===== config.mk =====
export PLATFORM = sky130hd
export DESIGN_NAME = servo_pulse_sequencer
export DESIGN_NICKNAME = d
export VERILOG_FILES = /design/src/rtl/core/sps_pkg.sv /design/src/rtl/core/sps_cfg_regs.sv /design/src/rtl/core/sps_slot_state.sv /design/src/rtl/core/sps_reload_calc.sv /design/src/rtl/core/servo_pulse_sequencer.sv
export SDC_FILE = /design/constraint.sdc
export NUM_CORES = 1
export LEC_CHECK = 0
export ABC_AREA = 1
export BUFFER_PORTS_ARGS = -buffer_cell sky130_fd_sc_hd__buf_2
export CORE_MARGIN = 5
export CORE_UTILIZATION = 45
export DETAILED_ROUTE_END_ITERATION = 8
export PLACE_DENSITY = 0.68
export RECOVER_POWER = 100
export SLEW_MARGIN = 25
export SYNTH_ARGS = -nofsm -noshare
export SYNTH_HDL_FRONTEND = slang
export SYNTH_HIERARCHICAL = 1
export SYNTH_SLANG_ARGS = --single-unit

===== constraint.sdc =====
create_clock -name i_clk -period 6.5 [get_ports i_clk]
set_clock_uncertainty 0.05 [all_clocks]
set_input_delay 0.325 -clock i_clk [delete_from_list [all_inputs] [get_ports i_clk]]
set_output_delay 0.325 -clock i_clk [all_outputs]
set_load 0.03 [all_outputs]

===== src/rtl/core/sps_pkg.sv =====
// sps_pkg: beat types, register map, pin codes and reset values of the servo pulse sequencer.
// Depends on nothing; imported by every module under rtl/core.
`default_nettype none

package sps_pkg;

    localparam int unsigned CFG_DATA_W = 16;
    localparam int unsigned CFG_IDX_W  = 2;

    typedef enum logic [CFG_IDX_W-1:0] {
        CFG_CONNECTED_MASK   = 2'd0,
        CFG_IDLE_RELOAD      = 2'd1,
        CFG_BASE_TICKS       = 2'd2,
        CFG_TICKS_PER_DEGREE = 2'd3
    } t_cfg_index;

    localparam logic [7:0]  RST_CONNECTED_MASK   = 8'd0;
    localparam logic [15:0] RST_IDLE_RELOAD      = 16'd60535;
    localparam logic [15:0] RST_BASE_TICKS       = 16'd1000;
    localparam logic [7:0]  RST_TICKS_PER_DEGREE = 8'd11;

    localparam logic [15:0] FULL_RELOAD  = 16'hFFFF;
    localparam logic [7:0]  MAX_ANGLE    = 8'd180;
    localparam int unsigned MASK_CHANNELS = 8;

    typedef enum logic {
        FUNC_TICK      = 1'b0,
        FUNC_SET_ANGLE = 1'b1
    } t_func;

    typedef enum logic [1:0] {
        PIN_HOLD  = 2'd0,
        PIN_RAISE = 2'd1,
        PIN_LOWER = 2'd2
    } t_pin_action;

    typedef struct packed {
        t_func       func;
        logic [2:0]  target_channel;
        logic [7:0]  new_angle;
    } t_in_beat;

    typedef struct packed {
        logic [2:0]  channel;
        t_pin_action pin_action;
        logic [15:0] next_reload;
    } t_out_beat;

    typedef struct packed {
        logic [7:0]  connected_mask;
        logic [15:0] idle_reload;
        logic [15:0] base_ticks;
        logic [7:0]  ticks_per_degree;
    } t_cfg;

    // What the slot state tells the reload calculation about the current slot.
    typedef struct packed {
        logic [2:0] channel;
        logic       connected;
        logic       high;
        logic [7:0] angle;
    } t_slot_info;

endpackage

`default_nettype wire


===== src/rtl/core/sps_cfg_regs.sv =====
// sps_cfg_regs: configuration register file of the servo pulse sequencer.
// Depends on sps_pkg (t_cfg, t_cfg_index, reset values).
`default_nettype none

module sps_cfg_regs (
    input  wire logic                             i_clk,
    input  wire logic                             i_rst_n,
    input  wire logic                             i_cfg_we,
    input  wire logic [sps_pkg::CFG_IDX_W-1:0]    i_cfg_index,
    input  wire logic [sps_pkg::CFG_DATA_W-1:0]   i_cfg_data,
    output sps_pkg::t_cfg                         o_cfg
);
    import sps_pkg::*;

    t_cfg r_cfg;
    t_cfg n_cfg;

    always_comb begin
        n_cfg = r_cfg;
        if (i_cfg_we) begin
            case (t_cfg_index'(i_cfg_index))
                CFG_CONNECTED_MASK:   n_cfg.connected_mask   = i_cfg_data[7:0];
                CFG_IDLE_RELOAD:      n_cfg.idle_reload      = i_cfg_data;
                CFG_BASE_TICKS:       n_cfg.base_ticks       = i_cfg_data;
                CFG_TICKS_PER_DEGREE: n_cfg.ticks_per_degree = i_cfg_data[7:0];
                default:              n_cfg = r_cfg;
            endcase
        end
    end

    always_ff @(posedge i_clk) begin
        if (!i_rst_n) begin
            r_cfg.connected_mask   <= RST_CONNECTED_MASK;
            r_cfg.idle_reload      <= RST_IDLE_RELOAD;
            r_cfg.base_ticks       <= RST_BASE_TICKS;
            r_cfg.ticks_per_degree <= RST_TICKS_PER_DEGREE;
        end else begin
            r_cfg <= n_cfg;
        end
    end

    assign o_cfg = r_cfg;

endmodule

`default_nettype wire


===== src/rtl/core/sps_slot_state.sv =====
// sps_slot_state: current slot, per-channel pin level and angle table.
// Depends on sps_pkg (t_slot_info, MAX_ANGLE, MASK_CHANNELS).
`default_nettype none

module sps_slot_state #(
    parameter int unsigned CHANNELS = 8
) (
    input  wire logic          i_clk,
    input  wire logic          i_rst_n,
    input  wire logic          i_tick,
    input  wire logic          i_set,
    input  wire logic [2:0]    i_target,
    input  wire logic [7:0]    i_angle,
    input  wire logic [7:0]    i_mask,
    output sps_pkg::t_slot_info o_info
);
    import sps_pkg::*;

    localparam int unsigned SLOT_W = (CHANNELS > 1) ? $clog2(CHANNELS) : 1;

    logic [SLOT_W-1:0] r_slot;
    logic [SLOT_W-1:0] n_slot;
    logic [CHANNELS-1:0] r_high;
    logic [CHANNELS-1:0] n_high;
    logic [7:0] r_angle [CHANNELS];

    logic              connected;
    logic              set_ok;
    logic [SLOT_W-1:0] set_idx;
    logic [7:0]        sat_angle;

    assign connected = (32'(r_slot) < MASK_CHANNELS) && i_mask[3'(r_slot)];
    assign set_ok    = 32'(i_target) < CHANNELS;
    assign set_idx   = SLOT_W'(i_target);
    assign sat_angle = (i_angle > MAX_ANGLE) ? MAX_ANGLE : i_angle;

    always_comb begin
        n_slot = r_slot;
        n_high = r_high;
        if (i_tick) begin
            // Stay on a connected slot that is about to go high; advance otherwise.
            if (connected) begin
                n_high[r_slot] = !r_high[r_slot];
            end
            if (!connected || r_high[r_slot]) begin
                n_slot = (r_slot == SLOT_W'(CHANNELS - 1)) ? '0 : r_slot + 1'b1;
            end
        end
    end

    always_ff @(posedge i_clk) begin
        if (!i_rst_n) begin
            r_slot <= '0;
            r_high <= '0;
            for (int i = 0; i < CHANNELS; i++) begin
                r_angle[i] <= '0;
            end
        end else begin
            r_slot <= n_slot;
            r_high <= n_high;
            if (i_set && set_ok) begin
                r_angle[set_idx] <= sat_angle;
            end
        end
    end

    assign o_info.channel   = 3'(r_slot);
    assign o_info.connected = connected;
    assign o_info.high      = r_high[r_slot];
    assign o_info.angle     = r_angle[r_slot];

    a_slot_range: assert property (@(posedge i_clk) disable iff (!i_rst_n)
        32'(r_slot) < CHANNELS)
        else $error("slot index out of range");

    a_raise_holds_slot: assert property (@(posedge i_clk) disable iff (!i_rst_n)
        i_tick && connected && !r_high[r_slot] |=> r_slot == $past(r_slot) && r_high[r_slot])
        else $error("slot moved after raising its pin");

    a_lower_advances: assert property (@(posedge i_clk) disable iff (!i_rst_n)
        i_tick && connected && r_high[r_slot] && CHANNELS > 1 |=> r_slot != $past(r_slot))
        else $error("slot did not advance after lowering its pin");

endmodule

`default_nettype wire


===== src/rtl/core/sps_reload_calc.sv =====
// sps_reload_calc: pulse length and timer reload for one tick.
// Depends on sps_pkg (t_slot_info, t_cfg, t_out_beat, pin codes).
`default_nettype none

module sps_reload_calc (
    input  wire sps_pkg::t_slot_info i_info,
    input  wire sps_pkg::t_cfg       i_cfg,
    output sps_pkg::t_out_beat       o_beat
);
    import sps_pkg::*;

    logic [15:0] product;
    logic [15:0] pulse;

    // Reloads wrap modulo 65536, so the pulse is only needed to 16 bits.
    assign product = 16'(i_cfg.ticks_per_degree) * 16'(i_info.angle);
    assign pulse   = i_cfg.base_ticks + product;

    always_comb begin
        o_beat.channel = i_info.channel;
        if (!i_info.connected) begin
            o_beat.pin_action  = PIN_HOLD;
            o_beat.next_reload = i_cfg.idle_reload;
        end else if (!i_info.high) begin
            o_beat.pin_action  = PIN_RAISE;
            o_beat.next_reload = FULL_RELOAD - pulse;
        end else begin
            o_beat.pin_action  = PIN_LOWER;
            o_beat.next_reload = i_cfg.idle_reload + pulse;
        end
    end

endmodule

`default_nettype wire


===== src/rtl/core/servo_pulse_sequencer.sv =====
// servo_pulse_sequencer: top level, input register, result register and handshakes.
// Depends on sps_pkg, sps_cfg_regs, sps_slot_state and sps_reload_calc.
//
//   port group   dir  handshake              beat contents
//   in           in   i_in_valid/o_in_stall  t_in_beat: func, target_channel, new_angle
//   out          out  o_out_valid/i_out_stall t_out_beat: channel, pin_action, next_reload
//   cfg          in   i_cfg_we (no wait)     i_cfg_index, i_cfg_data
//
// One item per cycle sustained while the output is not stalled. A beat lands in the input
// register; when it steps, the slot logic and one 8x8 multiply-add turn a tick into a result
// beat in the output register. A set-angle beat writes the angle table at that same step and
// yields no result.
// Reset (synchronous, i_rst_n low) clears both valids, the slot, pin levels, angles and
// loads the register defaults. A stalled output holds its beat; the input register
// keeps taking beats as long as a tick behind it can move on.
`default_nettype none

module servo_pulse_sequencer #(
    parameter int unsigned CHANNELS = 8
) (
    input  wire logic                             i_clk,
    input  wire logic                             i_rst_n,
    input  wire logic                             i_in_valid,
    output logic                                  o_in_stall,
    input  wire sps_pkg::t_in_beat                i_in_beat,
    output logic                                  o_out_valid,
    input  wire logic                             i_out_stall,
    output sps_pkg::t_out_beat                    o_out_beat,
    input  wire logic                             i_cfg_we,
    input  wire logic [sps_pkg::CFG_IDX_W-1:0]    i_cfg_index,
    input  wire logic [sps_pkg::CFG_DATA_W-1:0]   i_cfg_data
);
    import sps_pkg::*;

    t_cfg       cfg;
    t_slot_info info;
    t_out_beat  calc_beat;

    logic      r_in_valid;
    t_in_beat  r_in;
    logic      r_out_valid;
    t_out_beat r_out;

    logic out_free;
    logic is_tick;
    logic step;
    logic in_take;

    // The output register can take a beat when empty or being drained this cycle.
    assign out_free = !r_out_valid || !i_out_stall;
    assign is_tick  = r_in.func == FUNC_TICK;
    // Set-angle beats need no output slot; ticks wait for one.
    assign step     = r_in_valid && (!is_tick || out_free);
    assign in_take  = !r_in_valid || step;

    assign o_in_stall = !in_take;

    sps_cfg_regs u_cfg (
        .i_clk       (i_clk),
        .i_rst_n     (i_rst_n),
        .i_cfg_we    (i_cfg_we),
        .i_cfg_index (i_cfg_index),
        .i_cfg_data  (i_cfg_data),
        .o_cfg       (cfg)
    );

    sps_slot_state #(
        .CHANNELS (CHANNELS)
    ) u_slot (
        .i_clk    (i_clk),
        .i_rst_n  (i_rst_n),
        .i_tick   (step && is_tick),
        .i_set    (step && !is_tick),
        .i_target (r_in.target_channel),
        .i_angle  (r_in.new_angle),
        .i_mask   (cfg.connected_mask),
        .o_info   (info)
    );

    sps_reload_calc u_calc (
        .i_info (info),
        .i_cfg  (cfg),
        .o_beat (calc_beat)
    );

    // Hold the input beat until it steps.
    always_ff @(posedge i_clk) begin
        if (!i_rst_n) begin
            r_in_valid <= 1'b0;
        end else if (in_take) begin
            r_in_valid <= i_in_valid;
        end
    end

    always_ff @(posedge i_clk) begin
        if (in_take && i_in_valid) begin
            r_in <= i_in_beat;
        end
    end

    // Load a result on a tick step; drop the valid once the beat is taken.
    always_ff @(posedge i_clk) begin
        if (!i_rst_n) begin
            r_out_valid <= 1'b0;
        end else if (step && is_tick) begin
            r_out_valid <= 1'b1;
        end else if (!i_out_stall) begin
            r_out_valid <= 1'b0;
        end
    end

    always_ff @(posedge i_clk) begin
        if (step && is_tick) begin
            r_out <= calc_beat;
        end
    end

    assign o_out_valid = r_out_valid;
    assign o_out_beat  = r_out;

    a_no_lost_result: assert property (@(posedge i_clk) disable iff (!i_rst_n)
        r_out_valid && i_out_stall |=> r_out_valid && $stable(r_out))
        else $error("stalled result beat was lost or changed");

    a_tick_needs_room: assert property (@(posedge i_clk) disable iff (!i_rst_n)
        step && is_tick |-> out_free)
        else $error("tick stepped into a full output register");

    a_empty_never_stalls: assert property (@(posedge i_clk) disable iff (!i_rst_n)
        !r_in_valid |-> !o_in_stall)
        else $error("empty input register stalled the input");

endmodule

`default_nettype wire

# After elaboration in Yosys (flattened, before gate mapping)
# Memories as Yosys holds them, arrays and structs flattened. A register that Yosys moved wholly into a read port is not among the register bits.
# Index checks and enable logic that the tools add are counted.
dict set report classes {
  bitwise_logic 1
  muxes 22
  n_reduce_logical 23
  multipliers 1
  n_lt_le_gt_ge 3
  eq_ne 5
  n_addsub 4
  div_mod_pow 0
  shift 0
}
# op count
set ops {}
lappend ops {{16-bit adder} 2}
lappend ops {{18-bit 2-to-1 mux} 1}
lappend ops {{8-bit by 8-bit multiplier with 16-bit output} 1}
lappend ops {{16-bit 2-to-1 mux} 1}
lappend ops {{8-bit 2-to-1 mux} 2}
lappend ops {{16-bit subtractor (first input constant)} 1}
lappend ops {{3-bit 2-to-1 mux} 4}
lappend ops {{2-bit AND reduction} 6}
lappend ops {{1-bit 2-to-1 mux} 10}
lappend ops {{8-bit bitwise mux} 1}
lappend ops {{8-bit > comparator (second input constant)} 1}
lappend ops {{8-bit OR reduction} 1}
lappend ops {{1-bit binary-select mux with 3-bit select} 2}
lappend ops {{1-bit zero test} 6}
lappend ops {{1-bit logical AND} 5}
lappend ops {{2-bit == test (second input constant)} 2}
lappend ops {{1-bit logical OR} 4}
lappend ops {{3-bit by 4-bit less-than comparator with 1-bit output (second input constant)} 1}
lappend ops {{3-bit by 1-bit adder with 3-bit output (second input constant)} 1}
lappend ops {{1-bit demux with 3-bit select} 1}
lappend ops {{3-bit == test (second input constant)} 1}
lappend ops {{3-bit by 1-bit greater-or-equal comparator with 1-bit output (second input constant)} 1}
lappend ops {{2-bit by 1-bit == test with 1-bit output (second input constant)} 1}
lappend ops {{2-bit zero test} 1}
lappend ops {{2 further kinds} 2}
dict set report totals {
  out_inout_bits 23
  ramBits 64
  mem_bits_ro 0
  ff_bits 94
  inputBits 35
  n_memories 1
  latch_bits 0
  word_cells 74
}
# name depth width read_ports rd_clocked_by_memory_dff write_ports line_no
set memory_table {}
lappend memory_table {u_slot.r_angle 8 8 1 1 8 sps_slot_state.sv:25} ;# logic [7:0] r_angle [CHANNELS];

# Depth between registers and ports, before layout
dict set report depth {
  ltp_word 10
  mapped_depth 38
  mapped_depth_nobuf 36
}

# Cells and area by module
# The synthesis kept the hierarchy.
# module cells_per_inst seq_area_each_um2 instances area_per_inst_um2
set modules_own_cells {}
lappend modules_own_cells {sps_reload_calc 601 0.0 1 3836.2}
lappend modules_own_cells {sps_slot_state 425 2202.1 1 3773.6}
lappend modules_own_cells {sps_cfg_regs 274 960.9 1 1911.8}
lappend modules_own_cells {servo_pulse_sequencer 51 1031.0 1 1106.1}

# Least setup slack after synthesis
# No wires, ideal clock.
dict set report synth_timing {
  path_kind {register -> register}
  from {reg with a tool-made name}
  to {reg r_out (netlist bit o_out_beat[15]), data pin}
  path_slack_ns 0.508
  n_path_buf 2
  arrival_time_ns 5.689
  period_less_slack_ns 5.992
  setup_time_ns 0.253
  stages_incl_launch_ff 35
  t_required_ns 6.197
  path_cell_list {dfxtp_1 > inv_1 > clkbuf_1 > o21ai_0 > o22ai_1 > nor2_1 > a31oi_1 > clkbuf_1 > nand2_1 > fa_1 > fa_1 > inv_1 > fa_1 > inv_1 > fa_1 > inv_1 > ha_1 > a21o_1 > a21oi_1 > nand2_1 > a21oi_1 > inv_1 > nand2_1 > nand2_1 > ha_1 > nand2_1 > inv_1 > nand2_1 > nand2_1 > a21oi_1 > nand3_1 > nand3_1 > nand2_1 > nand3_1 > nand2_1}
}
# element line_no
set synth_rtl {}
lappend synth_rtl {{to (signal assigned)} servo_pulse_sequencer.sv:114} ;# r_out <= calc_beat;
lappend synth_rtl {{to (decl)} servo_pulse_sequencer.sv:42} ;# t_out_beat r_out;

==> metrics.yaml <==
setup_path:
  crit_path_max_fanout: 16
  endpoint_kind: "flip-flop"
  reg2regPathDepth: 30
  cp_slowest_cell: "fa_1"
  worst-setup-path-type: "flip-flop to flip-flop"
  max_stage_delay_ns: 0.55
  worst-path-stages: 30
  crit_top_cell: "nand2_1"
  crit_buf_inv: 7
  reg2reg_to: "o_out_beat[14]$_DFFE_PP_"
  crit_arrival_ns: 6.30
  critical_path.top_delay_family: "adder cells"
  reg2reg_slack_ns: 0.33
  cp-start-kind: "flip-flop"
  critPathRequiredTime_ns: 6.62
clock_network:
  numCtsBuffers: 17
  path_clk_slew_ns: 0.08
  clk_root_buffer_cell: "clkbuf_16"
  cts_buffer_depth: 2
  htree_levels: 4
  clkLatencyLatePin_ns: 0.44
  cts_tree: "yes"
  cts_sinks: 161
layout:
  num_antenna_cells: 0
  nNetsFinal: 1554
  area_delta_synth_final_pct: 13.7
  fin_util_pct: 51.8
  nFillCells: 2169
  final_layout_size_suffix_gt1_share_pct: 10.7
yosys:
  synthCells: 1351
  avgSynthCellArea_sq_um: 7.87
  synthFlopType: "edfxtp_1"
  synth_area_sq_mm: 0.0106
  ys_async_sr_fraction_pct: 0
  yosysTopAreaCellShare_pct: 27.4
  synth-edff-count: 97
  ys_top_cells_by_area: "edfxtp_1 27%, dfxtp_1 12%, nand2_1 11%"
  syn-num-nets: 1490
  ys_warn_count: 6
  yosysTopAreaCell: "edfxtp_1"
  yosysSeqAreaShare_pct: 39.5
  synth_cell_type_count: 47
  yosysMostFrequentCell: "nand2_1"
  ys_top_cells_by_count: "310 x nand2_1, 230 x inv_1, 224 x nor2_1"
  ys_seq_elements: 161
timing:
  period_share_pct: 95.0
  worst_slew_pin_slew_ns: 3.46
  holdWs_ns: 0.0100
  timing.final.ws_setup_ns: 0.325
  slew_headroom_pct: -131
  finalCriticalPeriod_ns: 6.17
  finalMaxSlewViolations: 107
  setup_violations: 0
  fmax_ghz: 0.162
  hold_viol: 0
place:
  place_ws_ns: 0.0844
  portBuffers: 57
  gp_congestion: 0.926
  hpwl_um: 18800
outcome:
  status: "complete, but fails checks"
  violations: "max-capacitance violations, max-slew violations"
grt:
  grt_pass1_vias: 8376
  grt-ovfl-total: 0
  grt_usage_pct: 19.4
  met1_usage_pct: 25.1
  grtUsageMet3_pct: 3.28
  grt_start_max_net_pins: 71
  grt_pass1_wl_um: 41700
  top_usage_layer: "met2"
  met2_usage_pct: 33.9
  antenna_found_initial: 0
pwr:
  p_leak_nw: 5.94
  power_density_mw_per_mm2: 460
  vdd.ir_drop.worst_uv: 360
routing:
  via_per_inst: 5.04
  wl_per_cell_um: 14.8
  wl_um: 25800
  antenna_left: 0
  drtIter0Drc: 697
  drtPass1Iterations: 6
  drc_errors: 0
  vias: 8798
min_path:
  holdPathStages: 1
  worst_hold_path_type: "input pin to flip-flop"
  hp-start: "i_in_beat[10]"
  hold_path_end: "r_in[10]$_DFFE_PP_"
floorplan:
  io_pins: 58
  coreArea_sq_mm: 0.0233
  dieArea_sq_mm: 0.0268
  die_x_um: 164
  fp-row-count: 56
  die_height_um: 164
  start_util_pct: 45.5
job:
  max-cap-violations: 2
layer usage:
layer / part of all wire, % / vias up
li1: - / 4370
met3: 5.8 / 31
met5: 0 / -
met1: 43 / 4105
met4: 1.6 / 0
met2: 50 / 292
logic make-up after synthesis:
family	Yosys count	synth area share [%]
simple gates	666	26.2
flops	161	39.5
compound gates	119	6.46
buf+inv	290	11.1
xor+xnor	11	0.906
fa+ha+maj	104	15.8
final cells by class:
| cell class | count | area (sq um) | area share (%) |
|---|---|---|---|
| well taps | 319 | 399 | 3.30 |
| inverters | 236 | 898 | 7.44 |
| clock inverters | 15 | 184 | 1.52 |
| clock buffers | 17 | 425 | 3.52 |
| flip-flops and latches | 161 | 4200 | 34.8 |
| repair buffers | 98 | 608 | 5.03 |
| multi-input cells | 900 | 5360 | 44.4 |
| repair inverters | 1 | 7.51 | 0.0621 |
flip-flops by register name, summed over array words and instances (netlist names), named ones only:
register / count
r_in_valid: 1
o_out_valid: 1
u_slot/r_angle: 64
r_in: 12
u_slot/r_slot: 3
o_out_beat: 21
u_cfg/o_cfg: 48
u_slot/r_high: 8
placed cells by master, fill, tap and decap left out, types with 34 or more instances in the layout:
| cell type | n |
|---|---|
| nand2_1 | 309 |
| inv_1 | 228 |
| nor2_1 | 225 |
| edfxtp_1 | 97 |
| nand3_1 | 73 |
| dfxtp_1 | 62 |
| fa_1 | 50 |
| ha_1 | 48 |
| o21ai_0 | 42 |
| buf_2 | 34 |
worst max path at each step:
stage / startpoint / endpoint
2_1_floorplan: flip-flop / o_out_beat[15]$_DFFE_PP_
3_3_place_gp: flip-flop / o_out_beat[15]$_DFFE_PP_
3_5_place_dp: flip-flop / o_out_beat[15]$_DFFE_PP_
4_1_cts: flip-flop / o_out_beat[14]$_DFFE_PP_
5_1_grt: flip-flop / o_out_beat[15]$_DFFE_PP_
6_report: flip-flop / o_out_beat[14]$_DFFE_PP_
repair_timing:
| item | 4_1_cts | 5_1_grt |
|---|---|---|
| gates cloned | 0 | 1 |
| resized for setup | 1 | 36 |
| hold endpoints to repair | 2 | 4 |
| endpoints found under the setup margin | 1 | 8 |
| hold buffers | 2 | 4 |
| pin swaps | 0 | 8 |
| setup buffers | 0 | 12 |
stage by stage:
| step | std cells | TNS [ns] | instance area (sq um) | power [mW] |
|---|---|---|---|---|
| 6_report | 1747 | 0 | 12100 | 5.56 |
| 5_1_grt | 1747 | -0.154 | 12100 | 6.04 |
| 4_1_cts | 1730 | 0 | 11900 | 5.26 |
| 3_5_place_dp | 1696 | 0 | 11200 | 4.21 |
| 3_3_place_gp | 1696 | 0 | 11200 | 4.22 |
| 2_1_floorplan | 1351 | 0 | 10600 | 3.43 |
where the power goes:
group	switching (mW)	internal, mW	leakage [nW]	total, mW
Sequential	0.0344	1.13	1.48	1.17
Clock	0.507	0.523	0.296	1.03
Combinational	2.09	1.27	4.17	3.36
Note: power is estimated with default switching activity, not from simulation.
